`config.mk`:
```
export PLATFORM = sky130hd
export DESIGN_NAME = combined_lcg_shuffle_rng_top_flat
export DESIGN_NICKNAME = d
export VERILOG_FILES = /design/src/design/clsr_pkg.sv /design/src/design/clsr_req_if.sv /design/src/design/clsr_rsp_if.sv /design/src/design/clsr_mulmod.sv /design/src/design/clsr_ctrl.sv /design/src/design/clsr_dpath.sv /design/src/design/combined_lcg_shuffle_rng_top.sv /design/src/flat_wrapper.sv
export SDC_FILE = /design/constraint.sdc
export NUM_CORES = 2
export LEC_CHECK = 0
export BUFFER_PORTS_ARGS = -buffer_cell sky130_fd_sc_hd__buf_2
export CAP_MARGIN = 40
export CORE_MARGIN = 3
export CORE_UTILIZATION = 40
export CTS_CLUSTER_DIAMETER = 100
export DETAILED_ROUTE_END_ITERATION = 6
export PLACE_DENSITY = 0.55
export SYNTH_ARGS = -nofsm -noshare
export SYNTH_HDL_FRONTEND = slang
export SYNTH_SLANG_ARGS = --single-unit
```
`constraint.sdc`:
```
create_clock -name clock -period 7.7 [get_ports clock]
set_input_delay 0.77 -clock clock [delete_from_list [all_inputs] [get_ports clock]]
set_output_delay 0.77 -clock clock [all_outputs]
set_load 0.01 [all_outputs]
```
`src/design/clsr_pkg.sv`:
```
`timescale 1ns / 1ps
`default_nettype none

package clsr_pkg;

   typedef logic [30:0] word_type;
   typedef logic [15:0] mult_type;
   typedef logic [7:0]  corr_type;

   localparam word_type MOD1       = 31'd2147483563;
   localparam word_type MOD2       = 31'd2147483399;
   localparam mult_type MUL1       = 16'd40014;
   localparam mult_type MUL2       = 16'd40692;
   // 2^31 minus each modulus, used to fold the high part of a product
   localparam corr_type CORR1      = 8'd85;
   localparam corr_type CORR2      = 8'd249;
   localparam word_type OUT_SPAN   = 31'd2147483562;
   localparam word_type GEN2_RESET = 31'd123456789;
   localparam word_type GEN1_RESET = 31'd1;

   typedef struct packed {
      logic load_seed;
      logic mul;
      logic warm_fold;
      logic step_fold;
      logic read;
      logic finish;
   } cmd_type;

   typedef struct packed {
      logic warm_last;
   } status_type;

endpackage

`default_nettype wire

```
`src/design/clsr_req_if.sv`:
```
`timescale 1ns / 1ps
`default_nettype none

interface clsr_req_if;
   logic                 valid;
   logic                 ready;
   logic                 mode;
   clsr_pkg::word_type   seed_magnitude;

   modport source (output valid, output mode, output seed_magnitude, input ready);
   modport sink   (input valid, input mode, input seed_magnitude, output ready);
endinterface

`default_nettype wire

```
`src/design/clsr_rsp_if.sv`:
```
`timescale 1ns / 1ps
`default_nettype none

interface clsr_rsp_if;
   logic                 valid;
   logic                 ready;
   clsr_pkg::word_type   value;

   modport source (output valid, output value, input ready);
   modport sink   (input valid, input value, output ready);
endinterface

`default_nettype wire

```
`src/design/clsr_mulmod.sv`:
```
`timescale 1ns / 1ps
`default_nettype none

// Multiply modulo 2^31 - c: product registered, then folded.
module clsr_mulmod (
   input  logic               clock,
   input  logic               load,
   input  logic               second,
   input  clsr_pkg::word_type operand,
   output clsr_pkg::word_type result
);
   import clsr_pkg::*;

   logic [46:0] prod_ff;
   logic [46:0] prod_in;
   mult_type    mult;
   corr_type    corr;
   word_type    modulus;
   logic [15:0] hi;
   logic [30:0] lo;
   logic [23:0] hi_corr;
   logic [31:0] sum;

   assign mult    = second ? MUL2 : MUL1;
   assign corr    = second ? CORR2 : CORR1;
   assign modulus = second ? MOD2 : MOD1;

   assign prod_in = 47'(operand) * 47'(mult);

   always_ff @(posedge clock) begin
      if (load) begin
         prod_ff <= prod_in;
      end
   end

   // hi*2^31 == hi*c (mod 2^31 - c); the sum stays below twice the modulus
   assign hi      = prod_ff[46:31];
   assign lo      = prod_ff[30:0];
   assign hi_corr = 24'(hi) * 24'(corr);
   assign sum     = 32'(lo) + 32'(hi_corr);

   always_comb begin
      if (sum >= 32'(modulus)) begin
         result = 31'(sum - 32'(modulus));
      end else begin
         result = sum[30:0];
      end
   end

endmodule

`default_nettype wire

```
`src/design/clsr_ctrl.sv`:
```
`timescale 1ns / 1ps
`default_nettype none

module clsr_ctrl (
   input  logic                 clock,
   input  logic                 reset,
   input  logic                 req_valid,
   input  logic                 req_mode,
   output logic                 req_ready,
   input  logic                 rsp_ready,
   output logic                 rsp_valid,
   input  clsr_pkg::status_type status,
   output clsr_pkg::cmd_type    cmd
);
   import clsr_pkg::*;

   localparam logic [2:0] ST_IDLE      = 3'd0;
   localparam logic [2:0] ST_SEED_MUL  = 3'd1;
   localparam logic [2:0] ST_SEED_FOLD = 3'd2;
   localparam logic [2:0] ST_MUL       = 3'd3;
   localparam logic [2:0] ST_FOLD      = 3'd4;
   localparam logic [2:0] ST_READ      = 3'd5;
   localparam logic [2:0] ST_FINISH    = 3'd6;

   logic [2:0] state_ff;
   logic [2:0] state_in;
   logic       rsp_valid_ff;
   logic       rsp_valid_in;
   logic       out_free;

   assign out_free  = !rsp_valid_ff || rsp_ready;
   assign req_ready = (state_ff == ST_IDLE);
   assign rsp_valid = rsp_valid_ff;

   always_comb begin
      state_in = state_ff;
      cmd      = '0;
      unique case (state_ff)
         ST_IDLE: begin
            if (req_valid) begin
               cmd.load_seed = req_mode;
               state_in      = req_mode ? ST_SEED_MUL : ST_MUL;
            end
         end
         ST_SEED_MUL: begin
            cmd.mul  = 1'b1;
            state_in = ST_SEED_FOLD;
         end
         ST_SEED_FOLD: begin
            cmd.warm_fold = 1'b1;
            state_in      = status.warm_last ? ST_MUL : ST_SEED_MUL;
         end
         ST_MUL: begin
            cmd.mul  = 1'b1;
            state_in = ST_FOLD;
         end
         ST_FOLD: begin
            cmd.step_fold = 1'b1;
            state_in      = ST_READ;
         end
         ST_READ: begin
            cmd.read = 1'b1;
            state_in = ST_FINISH;
         end
         ST_FINISH: begin
            // hold here while the previous word is still unclaimed
            if (out_free) begin
               cmd.finish = 1'b1;
               state_in   = ST_IDLE;
            end
         end
         default: begin
            state_in = ST_IDLE;
         end
      endcase
   end

   always_comb begin
      rsp_valid_in = rsp_valid_ff;
      if (rsp_ready) begin
         rsp_valid_in = 1'b0;
      end
      if (cmd.finish) begin
         rsp_valid_in = 1'b1;
      end
   end

   always_ff @(posedge clock) begin
      if (reset) begin
         state_ff     <= ST_IDLE;
         rsp_valid_ff <= 1'b0;
      end else begin
         state_ff     <= state_in;
         rsp_valid_ff <= rsp_valid_in;
      end
   end

endmodule

`default_nettype wire

```
`src/design/clsr_dpath.sv`:
```
`timescale 1ns / 1ps
`default_nettype none

module clsr_dpath #(
   parameter int TABLE_DEPTH = 32
) (
   input  logic                 clock,
   input  logic                 reset,
   input  clsr_pkg::word_type   seed_magnitude,
   input  clsr_pkg::cmd_type    cmd,
   output clsr_pkg::status_type status,
   output clsr_pkg::word_type   value
);
   import clsr_pkg::*;

   localparam int IW = $clog2(TABLE_DEPTH);
   localparam int CW = $clog2(TABLE_DEPTH + 8);
   localparam longint unsigned SLOT_DIV = 64'd1 + 64'(OUT_SPAN) / TABLE_DEPTH;
   // slot = last / SLOT_DIV via reciprocal; estimate is exact or one low
   localparam int SLOT_SHIFT = 37;
   localparam longint unsigned RECIP = (64'd1 << SLOT_SHIFT) / SLOT_DIV;
   localparam int RECIP_W = $clog2(RECIP + 1);
   localparam int QPROD_W = 31 + RECIP_W;
   localparam int Q_W = QPROD_W - SLOT_SHIFT;
   localparam int BND_W = Q_W + 1 + 31;

   word_type               gen1_ff, gen1_in;
   word_type               gen2_ff, gen2_in;
   word_type               last_ff, last_in;
   logic [TABLE_DEPTH-1:0] valid_ff, valid_in;
   logic [CW-1:0]          count_ff;
   logic [QPROD_W-1:0]     qprod_ff;
   logic [IW-1:0]          slot_ff, slot_in;
   word_type               rd_ff;
   logic                   rd_valid_ff;
   word_type               value_ff;
   word_type               mem [TABLE_DEPTH];

   word_type               fold1, fold2;
   word_type               seed;
   word_type               picked;
   word_type               result;
   logic [Q_W-1:0]         q_est;
   logic [BND_W-1:0]       bound;
   logic [Q_W:0]           q_fix;
   logic                   mem_we;
   logic [IW-1:0]          mem_waddr;
   word_type               mem_wdata;

   clsr_mulmod u_mm1 (
      .clock   (clock),
      .load    (cmd.mul),
      .second  (1'b0),
      .operand (gen1_ff),
      .result  (fold1)
   );

   clsr_mulmod u_mm2 (
      .clock   (clock),
      .load    (cmd.mul),
      .second  (1'b1),
      .operand (gen2_ff),
      .result  (fold2)
   );

   assign seed = (seed_magnitude == '0) ? 31'd1 : seed_magnitude;

   // slot correction from the registered reciprocal product
   assign q_est = qprod_ff[QPROD_W-1:SLOT_SHIFT];
   assign bound = BND_W'(q_est + 1'b1) * BND_W'(SLOT_DIV);
   assign q_fix = (Q_W + 1)'(q_est) + (Q_W + 1)'(BND_W'(last_ff) >= bound);

   always_comb begin
      if (int'(q_fix) >= TABLE_DEPTH) begin
         slot_in = IW'(TABLE_DEPTH - 1);
      end else begin
         slot_in = IW'(q_fix);
      end
   end

   assign picked = rd_valid_ff ? rd_ff : '0;

   always_comb begin
      if (picked > gen2_ff) begin
         result = picked - gen2_ff;
      end else begin
         result = OUT_SPAN - (gen2_ff - picked);
      end
   end

   assign mem_we    = (cmd.warm_fold && (count_ff < CW'(TABLE_DEPTH))) || cmd.finish;
   assign mem_waddr = cmd.finish ? slot_ff : count_ff[IW-1:0];
   assign mem_wdata = cmd.finish ? gen1_ff : fold1;

   always_comb begin
      gen1_in  = gen1_ff;
      gen2_in  = gen2_ff;
      last_in  = last_ff;
      valid_in = valid_ff;
      if (cmd.load_seed) begin
         gen1_in = seed;
         gen2_in = seed;
      end
      if (cmd.warm_fold) begin
         gen1_in = fold1;
         if (count_ff == '0) begin
            last_in = fold1;
         end
      end
      if (cmd.step_fold) begin
         gen1_in = fold1;
         gen2_in = fold2;
      end
      if (cmd.finish) begin
         last_in = result;
      end
      if (mem_we) begin
         valid_in[mem_waddr] = 1'b1;
      end
   end

   always_ff @(posedge clock) begin
      if (reset) begin
         gen1_ff  <= GEN1_RESET;
         gen2_ff  <= GEN2_RESET;
         last_ff  <= '0;
         valid_ff <= '0;
      end else begin
         gen1_ff  <= gen1_in;
         gen2_ff  <= gen2_in;
         last_ff  <= last_in;
         valid_ff <= valid_in;
      end
   end

   always_ff @(posedge clock) begin
      if (cmd.load_seed) begin
         count_ff <= CW'(TABLE_DEPTH + 7);
      end else if (cmd.warm_fold && (count_ff != '0)) begin
         count_ff <= count_ff - 1'b1;
      end
      if (cmd.mul) begin
         qprod_ff <= QPROD_W'(last_ff) * QPROD_W'(RECIP);
      end
      if (cmd.step_fold) begin
         slot_ff <= slot_in;
      end
      if (cmd.finish) begin
         value_ff <= result;
      end
   end

   always_ff @(posedge clock) begin
      if (mem_we) begin
         mem[mem_waddr] <= mem_wdata;
      end
      if (cmd.read) begin
         rd_ff       <= mem[slot_ff];
         rd_valid_ff <= valid_ff[slot_ff];
      end
   end

   assign status.warm_last = (count_ff == '0);
   assign value            = value_ff;

endmodule

`default_nettype wire

```
`src/design/combined_lcg_shuffle_rng_top.sv`:
```
// Sequence: after a next-number word is accepted the controller walks multiply, fold,
// table read and table update, then shows the word on rsp; a reseed word first adds
// TABLE_DEPTH + 8 warm-up steps, each a multiply and a fold of the multiply-fold unit.
// A new req is taken only in idle, not mid-word; it is taken while a result waits on rsp.
// Reset: generators go to 1 and 123456789, last output to 0, table entries read as zero
// until written (per-entry valid bits cleared at once).
`timescale 1ns / 1ps
`default_nettype none

module combined_lcg_shuffle_rng_top #(
   parameter int TABLE_DEPTH = 32
) (
   input  logic     clock,
   input  logic     reset,
   clsr_req_if.sink   req_ch,
   clsr_rsp_if.source rsp_ch
);
   import clsr_pkg::*;

   cmd_type    cmd;
   status_type status;

   clsr_ctrl u_ctrl (
      .clock     (clock),
      .reset     (reset),
      .req_valid (req_ch.valid),
      .req_mode  (req_ch.mode),
      .req_ready (req_ch.ready),
      .rsp_ready (rsp_ch.ready),
      .rsp_valid (rsp_ch.valid),
      .status    (status),
      .cmd       (cmd)
   );

   clsr_dpath #(
      .TABLE_DEPTH (TABLE_DEPTH)
   ) u_dpath (
      .clock          (clock),
      .reset          (reset),
      .seed_magnitude (req_ch.seed_magnitude),
      .cmd            (cmd),
      .status         (status),
      .value          (rsp_ch.value)
   );

endmodule

`default_nettype wire

```
`src/flat_wrapper.sv`:
```
// flat-port wrapper written by rule: the top's interface ports become plain ports
module combined_lcg_shuffle_rng_top_flat import clsr_pkg::*;
#(
   parameter int TABLE_DEPTH = 32
)
  (clock, reset, req_ch_valid, req_ch_mode, req_ch_seed_magnitude, req_ch_ready, rsp_ch_valid, rsp_ch_value, rsp_ch_ready);
  clsr_req_if req_ch_i ();
  clsr_rsp_if rsp_ch_i ();
  input  logic clock;
  input  logic reset;
  input wire logic [$bits(req_ch_i.valid)-1:0] req_ch_valid;
  input wire logic [$bits(req_ch_i.mode)-1:0] req_ch_mode;
  input wire logic [$bits(req_ch_i.seed_magnitude)-1:0] req_ch_seed_magnitude;
  output wire logic [$bits(req_ch_i.ready)-1:0] req_ch_ready;
  output wire logic [$bits(rsp_ch_i.valid)-1:0] rsp_ch_valid;
  output wire logic [$bits(rsp_ch_i.value)-1:0] rsp_ch_value;
  input wire logic [$bits(rsp_ch_i.ready)-1:0] rsp_ch_ready;
  assign req_ch_i.valid = req_ch_valid;
  assign req_ch_i.mode = req_ch_mode;
  assign req_ch_i.seed_magnitude = req_ch_seed_magnitude;
  assign req_ch_ready = req_ch_i.ready;
  assign rsp_ch_valid = rsp_ch_i.valid;
  assign rsp_ch_value = rsp_ch_i.value;
  assign rsp_ch_i.ready = rsp_ch_ready;
  combined_lcg_shuffle_rng_top #(.TABLE_DEPTH(TABLE_DEPTH)) u_core (.clock(clock), .reset(reset), .req_ch(req_ch_i), .rsp_ch(rsp_ch_i));
endmodule
```
==> flow_summary.json <==
{
  "outcome": "finished clean",
  "worst_setup_path_start_kind": "flop",
  "synthTopCellsByCount": "edfxtp_1, inv_1, ha_1",
  "synth_edf_count": 1156,
  "setup-violations-final": 0,
  "synth-seq-cells": 1291,
  "max_freq_mhz": 136,
  "cts_buffers": 142,
  "wl_per_cell_microns": 26.7,
  "grtUsageTotal_pct": 23.2,
  "place.gp.congestion": 0.943,
  "cts_sinks": 1291,
  "worst-slew-pin-transition_ns": 1.01,
  "cts_tree": "yes",
  "drt-initial-drc-count": 4366,
  "dpl_cell_area_sq_mm": 0.0835,
  "synth_top_area_share_pct": 44.2,
  "pin_count": 69,
  "coreArea_sq_mm": 0.194,
  "synthTopCellsByArea": "edfxtp_1, fa_1, ha_1",
  "crit_top_cell": "fa_1",
  "clk_path_buf_depth": 3,
  "hold_violations": 0,
  "cpPeakStageDelay_ns": 0.65,
  "syn_avg_cell_area_sq_um": 13.4,
  "drv_slew": 0,
  "numPortBuffers": 68,
  "die_h_microns": 449,
  "vias": 49100,
  "synth_top_area_cell": "edfxtp_1",
  "syn_to_final_growth_pct": 12.0,
  "cp_data_arrival_time_ns": 7.91,
  "initial_core_util_pct": 40.5,
  "ctsHoldBuffers": 0,
  "relSlewSlack_pct": 32.7,
  "fin_setup_tns_ns": 0,
  "worstSkewPairLatency_ns": 0.80,
  "max_cap_violations": 0,
  "synth_area_sq_mm": 0.0785,
  "via_per_inst": 5.59,
  "clk_pin_slew_ns": 0.06,
  "required_ns": 8.23,
  "fillCellCount": 17500,
  "period_minus_slack_ns": 7.38,
  "synth_nets": 6945,
  "grt_pass1_wl_microns": 345000,
  "fin_area_sq_mm": 0.0880,
  "grt_pass1_vias": 50400,
  "htreeDepth": 4,
  "fin_nets": 7158,
  "overflow": 0,
  "yosysSeqAreaShare_pct": 47.7,
  "row_count": 161,
  "worstHoldPathType": "input port to flop",
  "synth_most_common_cell": "edfxtp_1",
  "ctsRootBufferMaster": "clkbuf_16",
  "yosysUniqueCellTypes": 103,
  "die_w_microns": 449,
  "rsz0062_at_grt": "no",
  "finalCritPeriodShare_pct": 95.8,
  "netlist_instances": 5846,
  "path_cells": "ha_1, inv_1, fa_1, fa_1, inv_1, fa_1, ha_1, o211ai_2, o21ai_2, a221oi_1, o41ai_1, xnor2_1, nor4b_4, o2111ai_1, nor2_2, a31oi_1, buf_4, or3_1, a31oi_2, buf_4",
  "firstDrtPassIters": 5,
  "cp_slowest_cell": "o41ai_1",
  "end_kind": "flop",
  "synth_flop_cell": "edfxtp_1",
  "skew_ns": 0.0518,
  "cp_max_fo": 32,
  "die-area_sq_mm": 0.202,
  "drtAntennaViolNets": 0,
  "drive_above_1_share_pct": 14.9,
  "route.detailed.drc": 0,
  "totalWireLength_microns": 235000,
  "synthArstFlopShare_pct": 0,
  "worstSetupPathType": "flop to flop",
  "hpwl_microns": 166000,
  "grt_start_max_net_pins": 119,
  "antenna_found_initial": 3,
  "synth_warnings": 0
}
==> registers in the layout, indices dropped and copies added (netlist names) <==
name and count:
u_core.u_ctrl.state_ff 3, u_core.u_dpath.count_ff 6, u_core.u_dpath.valid_ff 32, u_core.u_dpath.u_mm2.prod_ff 45
u_core.u_ctrl.rsp_valid 1, u_core.u_dpath.slot_ff 5, u_core.u_dpath.qprod_ff 5, u_core.u_dpath.last_ff 31
u_core.u_dpath.gen1_ff 31, u_core.u_dpath.u_mm1.prod_ff 46, u_core.u_dpath.gen2_ff 31, u_core.u_dpath.rd_valid_ff 1
u_core.u_dpath.rd_ff 31, u_core.u_dpath.mem 992, u_core.u_dpath.value 31
==> cell type report <==
| cell class | instances | area, sq um | area share, % |
|---|---|---|---|
| Multi-Input combinational cell | 3569 | 37800 | 43.0 |
| Sequential cell | 1291 | 37400 | 42.5 |
| Clock buffer | 187 | 3820 | 4.34 |
| Tap cell | 2608 | 3260 | 3.71 |
| Inverter | 801 | 3010 | 3.42 |
| Timing Repair Buffer | 254 | 1970 | 2.24 |
| Clock inverter | 69 | 672 | 0.764 |
| Antenna cell | 2 | 5.00 | 0.00569 |
==> placed cells by master (no fill, tap or decap), drive strengths merged, types with 94 or more instances in the layout <==
cell type     n
a21o         94
a21oi       260
buf         254
clkbuf      187
dfxtp       135
edfxtp     1156
fa          469
ha          594
inv         805
mux4        320
nand2       267
nor2        318
o21ai       152
xnor2       134
==> timing repair <==
action	4_1_cts	5_1_grt
gates resized for setup	0	2
setup buffers	0	0
setup endpoints to repair	0	4
==> critical path, delay by kind of cell, from the launching register on <==
family / cells / cell delay [ns]
AO/OA/AOI/OAI: 7 / 2.02
XOR/XNOR: 1 / 0.24
adder cells (fa/ha/maj): 5 / 2.36
buffers and inverters: 4 / 0.73
flip-flops: 1 / 0.43
AND/OR/NAND/NOR: 3 / 1.30
==> worst paths after layout <==
kind / from / endpoint / slack (ns) / cells past startpoint
min: rsp_ch_ready / u_core.u_ctrl.rsp_valid / 0.39 / 3
min reg2reg: u_core.u_dpath.valid_ff[8] / u_core.u_dpath.valid_ff[8] / 0.47 / 2
max reg2reg: u_core.u_dpath.u_mm1.prod_ff[32] / u_core.u_dpath.mem[16][6] / 0.32 / 20
max: u_core.u_dpath.u_mm1.prod_ff[32] / u_core.u_dpath.mem[16][6] / 0.32 / 20
==> cells by family after synthesis <==
| family | Yosys count | synth area share (%) |
|---|---|---|
| DFF | 1291 | 47.7 |
| adders and majority gates | 1063 | 21.4 |
| and+or+nand+nor | 1017 | 6.27 |
| buffers and inverters | 986 | 4.74 |
| AOI/OAI and AO/OA | 925 | 7.86 |
| muxes | 367 | 9.83 |
| xor gates and xnor gates | 197 | 2.21 |
==> stage by stage <==
| stage | utilization, % | instances | setup WS [ns] | hold WS, ns |
|---|---|---|---|---|
| 6_report | 45.4 | 8781 | 0.322 | 0.385 |
| 5_1_grt | 45.4 | 8779 | 0.00604 | 0.397 |
| 4_1_cts | 45.4 | 8779 | 0.425 | 0.331 |
| 3_5_place_dp | 43.1 | 8523 | 0.417 | 0.457 |
| 3_3_place_gp | 42.9 | 8495 | 0.440 | 0.446 |
| 2_1_floorplan | - | 5846 | 0.249 | 0.435 |
==> per-layer routing <==
layer | up-vias | track usage, % | wire length (microns)
li1 | 21800 | - | -
met1 | 25600 | 31.1 | 98900
met2 | 1441 | 39.4 | 116000
met3 | 317 | 2.78 | 11600
met4 | 0 | 7.51 | 7990
met5 | - | 0 | 0
Power is left out: the tool's default activity adds up to more than one toggle a clock period on the data nets, which glitch-free logic cannot reach.
